--- src/hw/rtl/bcel_pkg.sv ---
// ----------------------------------------------------------------------------
// bcel_pkg
// Shared types, widths and helpers of the bit change event logger.
// ----------------------------------------------------------------------------
`default_nettype none

package bcel_pkg;

  localparam int LOG_DEPTH_DEF        = 16;
  localparam int NUM_RECORDS_DEF      = 16;
  localparam int WORDS_PER_RECORD_DEF = 64;

  localparam int REC_W   = 4;
  localparam int WIDX_W  = 6;
  localparam int WCODE_W = 2;
  localparam int WORD_W  = 32;
  localparam int FLAG_W  = 11;
  localparam int FILL_W  = 5;
  localparam int BIT_W   = 5;

  // operation codes on the input tuser
  localparam logic [1:0] OP_SAMPLE = 2'd0;
  localparam logic [1:0] OP_UNDO   = 2'd1;
  localparam logic [1:0] OP_CLEAR  = 2'd2;

  // width codes
  localparam logic [WCODE_W-1:0] WCODE_8  = 2'd0;
  localparam logic [WCODE_W-1:0] WCODE_16 = 2'd1;
  localparam logic [WCODE_W-1:0] WCODE_32 = 2'd2;

  // result kinds
  localparam logic KIND_CHANGE = 1'b0;
  localparam logic KIND_UNDO   = 1'b1;

  typedef enum logic [1:0] {
    CMD_SAMPLE,
    CMD_UNDO,
    CMD_CLEAR
  } cmd_kind_t;

  typedef struct packed {
    cmd_kind_t           kind;
    logic [REC_W-1:0]    rec;
    logic [WIDX_W-1:0]   widx;
    logic [WCODE_W-1:0]  wcode;
    logic [WORD_W-1:0]   value;
  } cmd_t;

  typedef struct packed {
    logic [REC_W-1:0]   rec;
    logic [FLAG_W-1:0]  flag;
    logic               val;
    logic [WCODE_W-1:0] wcode;
  } log_entry_t;

  localparam int LOG_ENTRY_W = $bits(log_entry_t);

  typedef enum logic [2:0] {
    ST_CLEAR,
    ST_IDLE,
    ST_S_READ,
    ST_S_SCAN,
    ST_U_READ,
    ST_U_WRITE
  } back_state_t;

  function automatic logic [WORD_W-1:0] word_mask(input logic [WCODE_W-1:0] wcode);
    logic [WORD_W-1:0] m;
    m = '1;
    unique case (wcode)
      WCODE_8:  m = 32'h0000_00FF;
      WCODE_16: m = 32'h0000_FFFF;
      default:  m = 32'hFFFF_FFFF;
    endcase
    return m;
  endfunction

  // log2 of the word width, code 3 treated as 32 bits
  function automatic logic [2:0] width_shift(input logic [WCODE_W-1:0] wcode);
    logic [2:0] s;
    s = 3'd5;
    unique case (wcode)
      WCODE_8:  s = 3'd3;
      WCODE_16: s = 3'd4;
      default:  s = 3'd5;
    endcase
    return s;
  endfunction

endpackage

`default_nettype wire

--- src/hw/rtl/bcel_front.sv ---
// ----------------------------------------------------------------------------
// bcel_front
// Accepts input beats, drops ignored ones and queues commands for the back.
// ----------------------------------------------------------------------------
`default_nettype none

module bcel_front #(
  parameter int NUM_RECORDS      = bcel_pkg::NUM_RECORDS_DEF,
  parameter int WORDS_PER_RECORD = bcel_pkg::WORDS_PER_RECORD_DEF
) (
  input  wire logic          clk,
  input  wire logic          rst,
  input  wire logic          s_tvalid,
  output logic               s_tready,
  input  wire logic [47:0]   s_tdata,
  input  wire logic [1:0]    s_tuser,
  input  wire logic          clearing,
  output logic               q_valid,
  input  wire logic          q_ready,
  output bcel_pkg::cmd_t     q_cmd
);

  bcel_pkg::cmd_t               fifo [2];
  logic                         wptr;
  logic                         rptr;
  logic [1:0]                   fill;
  logic [bcel_pkg::REC_W-1:0]   rec;
  logic [bcel_pkg::WIDX_W-1:0]  widx;
  logic [bcel_pkg::WCODE_W-1:0] wcode;
  logic [bcel_pkg::WORD_W-1:0]  value;
  logic                         keep;
  bcel_pkg::cmd_t               cmd;
  logic                         push;
  logic                         pop;

  assign rec   = s_tdata[3:0];
  assign widx  = s_tdata[9:4];
  assign wcode = s_tdata[11:10];
  assign value = s_tdata[43:12];

  assign s_tready = (fill != 2'd2) && !clearing;

  always_comb begin
    keep       = 1'b0;
    cmd.kind   = bcel_pkg::CMD_SAMPLE;
    cmd.rec    = rec;
    cmd.widx   = widx;
    cmd.wcode  = wcode;
    cmd.value  = value & bcel_pkg::word_mask(wcode);
    unique case (s_tuser)
      bcel_pkg::OP_SAMPLE: begin
        keep = (wcode != 2'd3) && (int'(rec) < NUM_RECORDS)
               && (int'(widx) < WORDS_PER_RECORD);
      end
      bcel_pkg::OP_UNDO: begin
        keep     = 1'b1;
        cmd.kind = bcel_pkg::CMD_UNDO;
      end
      bcel_pkg::OP_CLEAR: begin
        keep     = 1'b1;
        cmd.kind = bcel_pkg::CMD_CLEAR;
      end
      default: keep = 1'b0;
    endcase
  end

  assign push    = s_tvalid && s_tready && keep;
  assign q_valid = (fill != 2'd0);
  assign pop     = q_valid && q_ready;
  assign q_cmd   = fifo[rptr];

  always_ff @(posedge clk) begin
    if (push) begin
      fifo[wptr] <= cmd;
    end
    if (rst) begin
      wptr <= 1'b0;
      rptr <= 1'b0;
      fill <= 2'd0;
    end else begin
      if (push) begin
        wptr <= ~wptr;
      end
      if (pop) begin
        rptr <= ~rptr;
      end
      fill <= fill + {1'b0, push} - {1'b0, pop};
    end
  end

endmodule

`default_nettype wire

--- config.mk ---
export PLATFORM = sky130hd
export DESIGN_NAME = bcel_front
export DESIGN_NICKNAME = d
export VERILOG_FILES = /design/src/hw/rtl/bcel_pkg.sv /design/src/hw/rtl/bcel_front.sv
export SDC_FILE = /design/constraint.sdc
export NUM_CORES = 1
export LEC_CHECK = 0
export ABC_AREA = 1
export BUFFER_PORTS_ARGS = -buffer_cell sky130_fd_sc_hd__buf_2
export CAP_MARGIN = 20
export CORE_MARGIN = 2
export CORE_UTILIZATION = 53
export CTS_CLUSTER_DIAMETER = 80
export DETAILED_ROUTE_END_ITERATION = 12
export PLACE_DENSITY = 0.8
export SLEW_MARGIN = 0
export SYNTH_ARGS = -nofsm -noshare
export SYNTH_HDL_FRONTEND = slang
export SYNTH_SLANG_ARGS = --single-unit
--- constraint.sdc ---
create_clock -name clk -period 3.9 [get_ports clk]
set_input_delay 0.585 -clock clk [delete_from_list [all_inputs] [get_ports clk]]
set_output_delay 0.585 -clock clk [all_outputs]
set_load 0.1 [all_outputs]
==> impl_metrics.csv, run 1 <==
group,metric,value,unit
status,status,"finished, final reports clean",
floorplanning,num_rows,31,
floorplanning,die-height,91.3,um
drt,wire_per_inst,14.3,um
placed_design,dp_slack,1420,ps
clock_network,ctsLongestPathBuffers,2,
logic_synthesis,synth-edff-count,92,
drt,highest_layer,"met4",
sta,fin_skew,7.71,ps
sta,max_freq,0.372,GHz
logic_synthesis,post-synth-top-area-fraction,68.4,%
sta,slew-limit-headroom,33.4,%
worst_hold_path,hold_path.class,"in2reg",
cells_and_area,drive_gt1_share,47.4,%
logic_synthesis,yosys_most_used_dff,"edfxtp_1",
power,worst_ir_drop_vdd,0.000461,V
critical_path,worstPathMaxFanout,28,
drt,route.met2.wl,3.36,mm
logic_synthesis,synth_cells,239,
placed_design,place.gp.congestion,0.715,
critical_path,start_kind,"register",
clock_network,clkTransAtPathRegs,90,ps
drt,drc,0,
floorplanning,die_w,91.3,um
placed_design,dp.cells,431,
logic_synthesis,synth-seq-area-share,70.9,%
logic_synthesis,syn_area_per_cell,16.9,um^2
sta,hold_viol,0,
logic_synthesis,ys_top_cells_by_area,"edfxtp_1 68%, mux2_4 15%, inv_1 3.3%, dfxtp_1 2.5%, nand2_1 2.3%",
grt,track_usage,16.2,%
sta,worst_pin_slew,997,ps
logic_synthesis,synth.net_count,300,
logic_synthesis,async_flop_share,0,%
power,net-switching-power,1.49,mW
drt,wirelength_met1,2.65,mm
power,leakage,2.06,nW
logic_synthesis,synth_commonest_cells,"92 x edfxtp_1, 40 x mux2_4, 36 x inv_1",
drt,dr.first_iter.drc_count,73,
power,clock_power_share,18.4,%
power,intPower,1.77,mW
clock_network,post_cts_buffers,0,
cells_and_area,insertedDiodeCount,0,
floorplanning,core-area,7330,um^2
sta,min_period,2690,ps
flow_run,drv_cap,0,
drt,vias,2115,
grt,antenna_found_initial,0,
critical_path,critPathCaptureType,"output pin",
logic_synthesis,synth_most_common_cell,"edfxtp_1",
floorplanning,io_pins,103,
sta,post-route-period-util,69.0,%
drt,viasPerCell,4.73,
placed_design,numPortBuffers,98,
logic_synthesis,yosys.area.top_type,"edfxtp_1",
floorplanning,die_area,8330,um^2
critical_path,worst-endpoint-required,3310,ps
cells_and_area,nets,404,
grt,grt_pass1_wl,10.4,mm
drt,routed_wl,6.40,mm
floorplanning,start_util,55.1,%
logic_synthesis,ys.warnings.count,0,
clock_network,numCtsBuffers,9,
logic_synthesis,ys_types,17,
grt,grt_max_degree,47,
sta,worst_slack,1210,ps
clock_network,cts_tree,"built",
clock_network,insertion_delay,350,ps
clock_network,cts_root_buf,"clkbuf_8",
power,seqPwrFrac,38.5,%
clock_network,ctsResizeCount,0,
critical_path,crit_arrival,2100,ps
sta,tns,0,ps
grt,first_global_vias,2196,
placed_design,hpwl,4.31,mm
sta,setup_viol,0,
power,power_density,681,nW/um^2
clock_network,htree_num_levels,3,
grt,overflow,0,
clock_network,cts_sinks,97,
power,comb_power_share,43.0,%
drt,firstDrtPassIters,5,
power,p_sw_share,45.7,%
critical_path,crit_type,"reg2out",
cells_and_area,final_cells,447,
sta,drv_slew,0,
drt,wl_met3,328,um
sta,rsz0062_at_grt,"false",
logic_synthesis,ys_seq_elements,97,
cells_and_area,area.growth.synth_to_final,18.5,%
clock_network,cts_hold_buf,0,
logic_synthesis,netlist_area,4040,um^2
drt,drtAntennaViolNets,0,
-- layout make-up --
class,instances,area [um^2]
sequential,97,2860
fill,543,2550
multi-input combinational,99,945
timing repair buffer,100,531
inverter,36,135
clock buffer,9,124
tap,99,124
clock inverter,7,62.6
-- per-layer routing --
| layer | global-route usage [%] | vias up |
|---|---|---|
| li1 | - | 1043 |
| met4 | 4.55 | 0 |
| met1 | 19.3 | 999 |
| met2 | 28.9 | 67 |
| met5 | 0 | - |
| met3 | 4.15 | 6 |
-- flip-flops by register name, summed over array words and instances (netlist names), named ones only --
signal  flops
fifo       92
fill        2
rptr        1
wptr        1
-- worst max-delay path, cell delays in order, from the launching register on --
cell     delay (ps)
dfxtp_2         770
buf_12          310
mux2_2          360
buf_2           290
-- cell usage in the layout (no fill, tap or decap) --
| master | netlist | final |
|---|---|---|
| buf_2 | 1 | 98 |
| edfxtp_1 | 92 | 92 |
| mux2_4 | 40 | 40 |
| inv_1 | 36 | 35 |
| nand2_1 | 25 | 25 |
| nor2_1 | 13 | 12 |
| clkbuf_8 | 0 | 9 |
| mux2_2 | 6 | 6 |
| ha_1 | 6 | 6 |
| a21oi_1 | 4 | 4 |
| clkinv_4 | 0 | 4 |
| dfxtp_1 | 5 | 4 |
| o21ai_0 | 2 | 2 |
| buf_12 | 4 | 2 |
| o21a_1 | 1 | 1 |
| nand3_1 | 1 | 1 |
| inv_2 | 0 | 1 |
| nor2_4 | 0 | 1 |
| xnor2_1 | 1 | 1 |
| dfxtp_2 | 0 | 1 |
| inv_8 | 0 | 1 |
| inv_6 | 0 | 1 |
| clkinvlp_4 | 0 | 1 |
-- power groups by stage --
stage | logic, mW | registers, mW | clock network [mW]
3_3_place_gp | 1.40 | 1.28 | 0
2_1_floorplan | 1.33 | 1.24 | 0
6_report | 1.40 | 1.26 | 0.600
4_1_cts | 1.41 | 1.26 | 0.614
3_5_place_dp | 1.41 | 1.28 | 0
5_1_grt | 1.45 | 1.26 | 0.650
-- metrics by stage --
| stage | hold WS (ps) | power, mW | utilization [%] | cell area (um^2) |
|---|---|---|---|---|
| global placement | 427 | 2.68 | 62.7 | 4600 |
| CTS | 394 | 3.28 | 65.3 | 4780 |
| floorplan | 425 | 2.56 | - | 4040 |
| finish | 407 | 3.26 | 65.3 | 4780 |
| detailed placement | 440 | 2.69 | 62.7 | 4600 |
| global route | 402 | 3.36 | 65.3 | 4780 |
-- logic make-up after synthesis --
family	after synthesis	synth area share, %
multiplexers	46	16.5
buffers and inverters	43	5.92
flip-flops	97	70.9
AND/OR/NAND/NOR	39	3.66
AO/OA/AOI/OAI	7	0.929
adder cells (fa/ha/maj)	6	1.86
XOR/XNOR	1	0.217
-- path summary, 6_finish.rpt --
check,startpoint,endpoint,slack (ps),cells after the start
worst max register to register,fill[0],fifo[1][37],1890,6
worst min register to register,rptr,register,450,1
worst max-delay path,register,q_cmd[3],1210,3
worst min-delay path,rst,fill[0],410,2
Power figures use the tool's default switching activity.
==> run 2: changes to the inputs <==
Settings changed: CORE_UTILIZATION 53 to 47, PLACE_DENSITY 0.8 to 0.75.
Clock period 3.9 ns to 2.45 ns, I/O delays scaled along.
==> run 2 against run 1 <==
Effect of this change:
- wire length grew 0.70%
- combinational power grew 61%
- sequential cell count is the same
- sequential power grew 57%
- hold slack lost 210 ps
- sequential share of layout area is essentially flat
- cell area grew 0.13%
- critical path depth is the same
- largest power group unchanged
- utilization shrank 7.3 points
- power grew 57%
==> impl_metrics.csv, run 2 (same netlist as run 1, synthesis figures left out) <==
group,metric,value,unit
critical_path,critPathCaptureType,"output pin",
sta,min_period,2200,ps
sta,max_freq,0.454,GHz
drt,wire_per_inst,14.2,um
drt,vias,2136,
critical_path,regToRegSetupSlack,620,ps
drt,route.met2.wl,3.27,mm
clock_network,cts_hold_buf,0,
cells_and_area,layout_commonest_cell,"buf_2",
flow_run,drv_cap,0,
sta,rsz0062_at_grt,"false",
power,comb_power_share,44.1,%
power,clock_power_share,17.1,%
cells_and_area,final_cells,455,
power,worst_ir_drop_vdd,0.000757,V
critical_path,crit_type,"reg2out",
clock_network,clkTransAtPathRegs,80,ps
cells_and_area,largest_reg_flops,92,
critical_path,cpPeakStageDelay,530,ps
floorplanning,num_rows,33,
clock_network,ctsLongestPathBuffers,2,
critical_path,start_kind,"register",
power,net-switching-power,2.31,mW
cells_and_area,drive_gt1_share,47.1,%
drt,drc,0,
cells_and_area,nets,407,
status,status,"finished, final reports clean",
grt,first_global_vias,2200,
clock_network,cts_sinks,97,
drt,viasPerCell,4.69,
critical_path,critPathSlowestCell,"dfxtp_4",
floorplanning,start_util,48.9,%
floorplanning,die_w,96.7,um
sta,tns,0,ps
drt,drtAntennaViolNets,0,
critical_path,path_cells,"buf_12 -> mux2_2 -> buf_2",
floorplanning,die-height,96.7,um
clock_network,post_cts_buffers,0,
sta,hold_viol,0,
power,leakage,2.06,nW
placed_design,hpwl,4.31,mm
critical_path,worstPathMaxFanout,33,
grt,overflow,0,
floorplanning,core-area,8260,um^2
sta,worst_pin_slew,618,ps
power,p_sw_share,45.3,%
cells_and_area,biggestRegsByFlops,"fifo: 92 flops, fill: 2 flops",
clock_network,htree_num_levels,3,
critical_path,crit_arrival,1840,ps
placed_design,place.gp.congestion,0.731,
drt,dr.first_iter.drc_count,56,
cells_and_area,insertedDiodeCount,0,
sta,post-route-period-util,90.0,%
power,intPower,2.80,mW
clock_network,cts_root_buf,"clkbuf_8",
clock_network,insertion_delay,330,ps
power,p_total,5.11,mW
drt,wirelength_met1,2.80,mm
critical_path,cp_top_family,"buffers and inverters",
worst_hold_path,hold_path.class,"in2reg",
critical_path,critPathBufInv,2,
critical_path,worst-endpoint-required,2080,ps
power,power_density,1070,nW/um^2
drt,wl_met3,330,um
grt,grt_pass1_wl,10.4,mm
clock_network,numCtsBuffers,9,
placed_design,dp.cells,440,
grt,antenna_found_initial,0,
clock_network,ctsResizeCount,0,
clock_network,cts_tree,"built",
sta,drv_slew,0,
grt,track_usage,14.1,%
cells_and_area,final_cell_mix,"98 x buf_2, 92 x edfxtp_1, 40 x mux2_4",
floorplanning,die_area,9350,um^2
cells_and_area,registers.top_by_ff_count,"fifo",
drt,firstDrtPassIters,4,
sta,setup_viol,0,
placed_design,numPortBuffers,98,
floorplanning,io_pins,103,
drt,highest_layer,"met4",
power,seqPwrFrac,38.8,%
cells_and_area,area.growth.synth_to_final,18.6,%
grt,grt_max_degree,34,
drt,routed_wl,6.45,mm
sta,slew-limit-headroom,58.6,%
sta,fin_skew,5.44,ps
sta,fin_hold_ws,200,ps
==> run 2: per-stage QoR <==
stage               setup slack (ps)  cell area, um^2  util [%]
floorplan                        258             4050         -
global placement                 450             4630      56.1
detailed placement               400             4630      56.1
CTS                              191             4790      58.0
global route                     148             4790      58.0
finish                           246             4790      58.0
==> run 2: layer usage <==
metal  up-vias  global-route usage (%)
li1       1042                       -
met1      1022                    17.5
met2        67                    24.4
met3         5                    3.61
met4         0                    4.23
met5         -                       0
==> run 2: cell type report <==
type                            count  area, um^2
Multi-Input combinational cell     99         945
Clock inverter                      5        32.5
Tap cell                          105         131
Sequential cell                    97        2870
Fill cell                         696        3470
Inverter                           36         135
Clock buffer                       10         128
Timing Repair Buffer              103         553
==> run 2: path summary, 6_finish.rpt <==
path              startpoint  endpoint  depth (start not counted)
setup / recovery    register  q_cmd[4]                          3
hold reg to reg         rptr      rptr                          1
setup reg to reg     fill[0]   fill[1]                         11
hold / removal           rst   fill[0]                          2
==> run 2: power by group through the flow <==
stage / clock network [mW] / logic, mW / registers (mW)
after CTS: 0.906 / 2.27 / 1.99
after floorplan: 0 / 2.11 / 1.97
after global routing: 0.965 / 2.33 / 2.00
after global placement: 0 / 2.25 / 2.02
after detailed placement: 0 / 2.27 / 2.02
final: 0.871 / 2.26 / 1.98
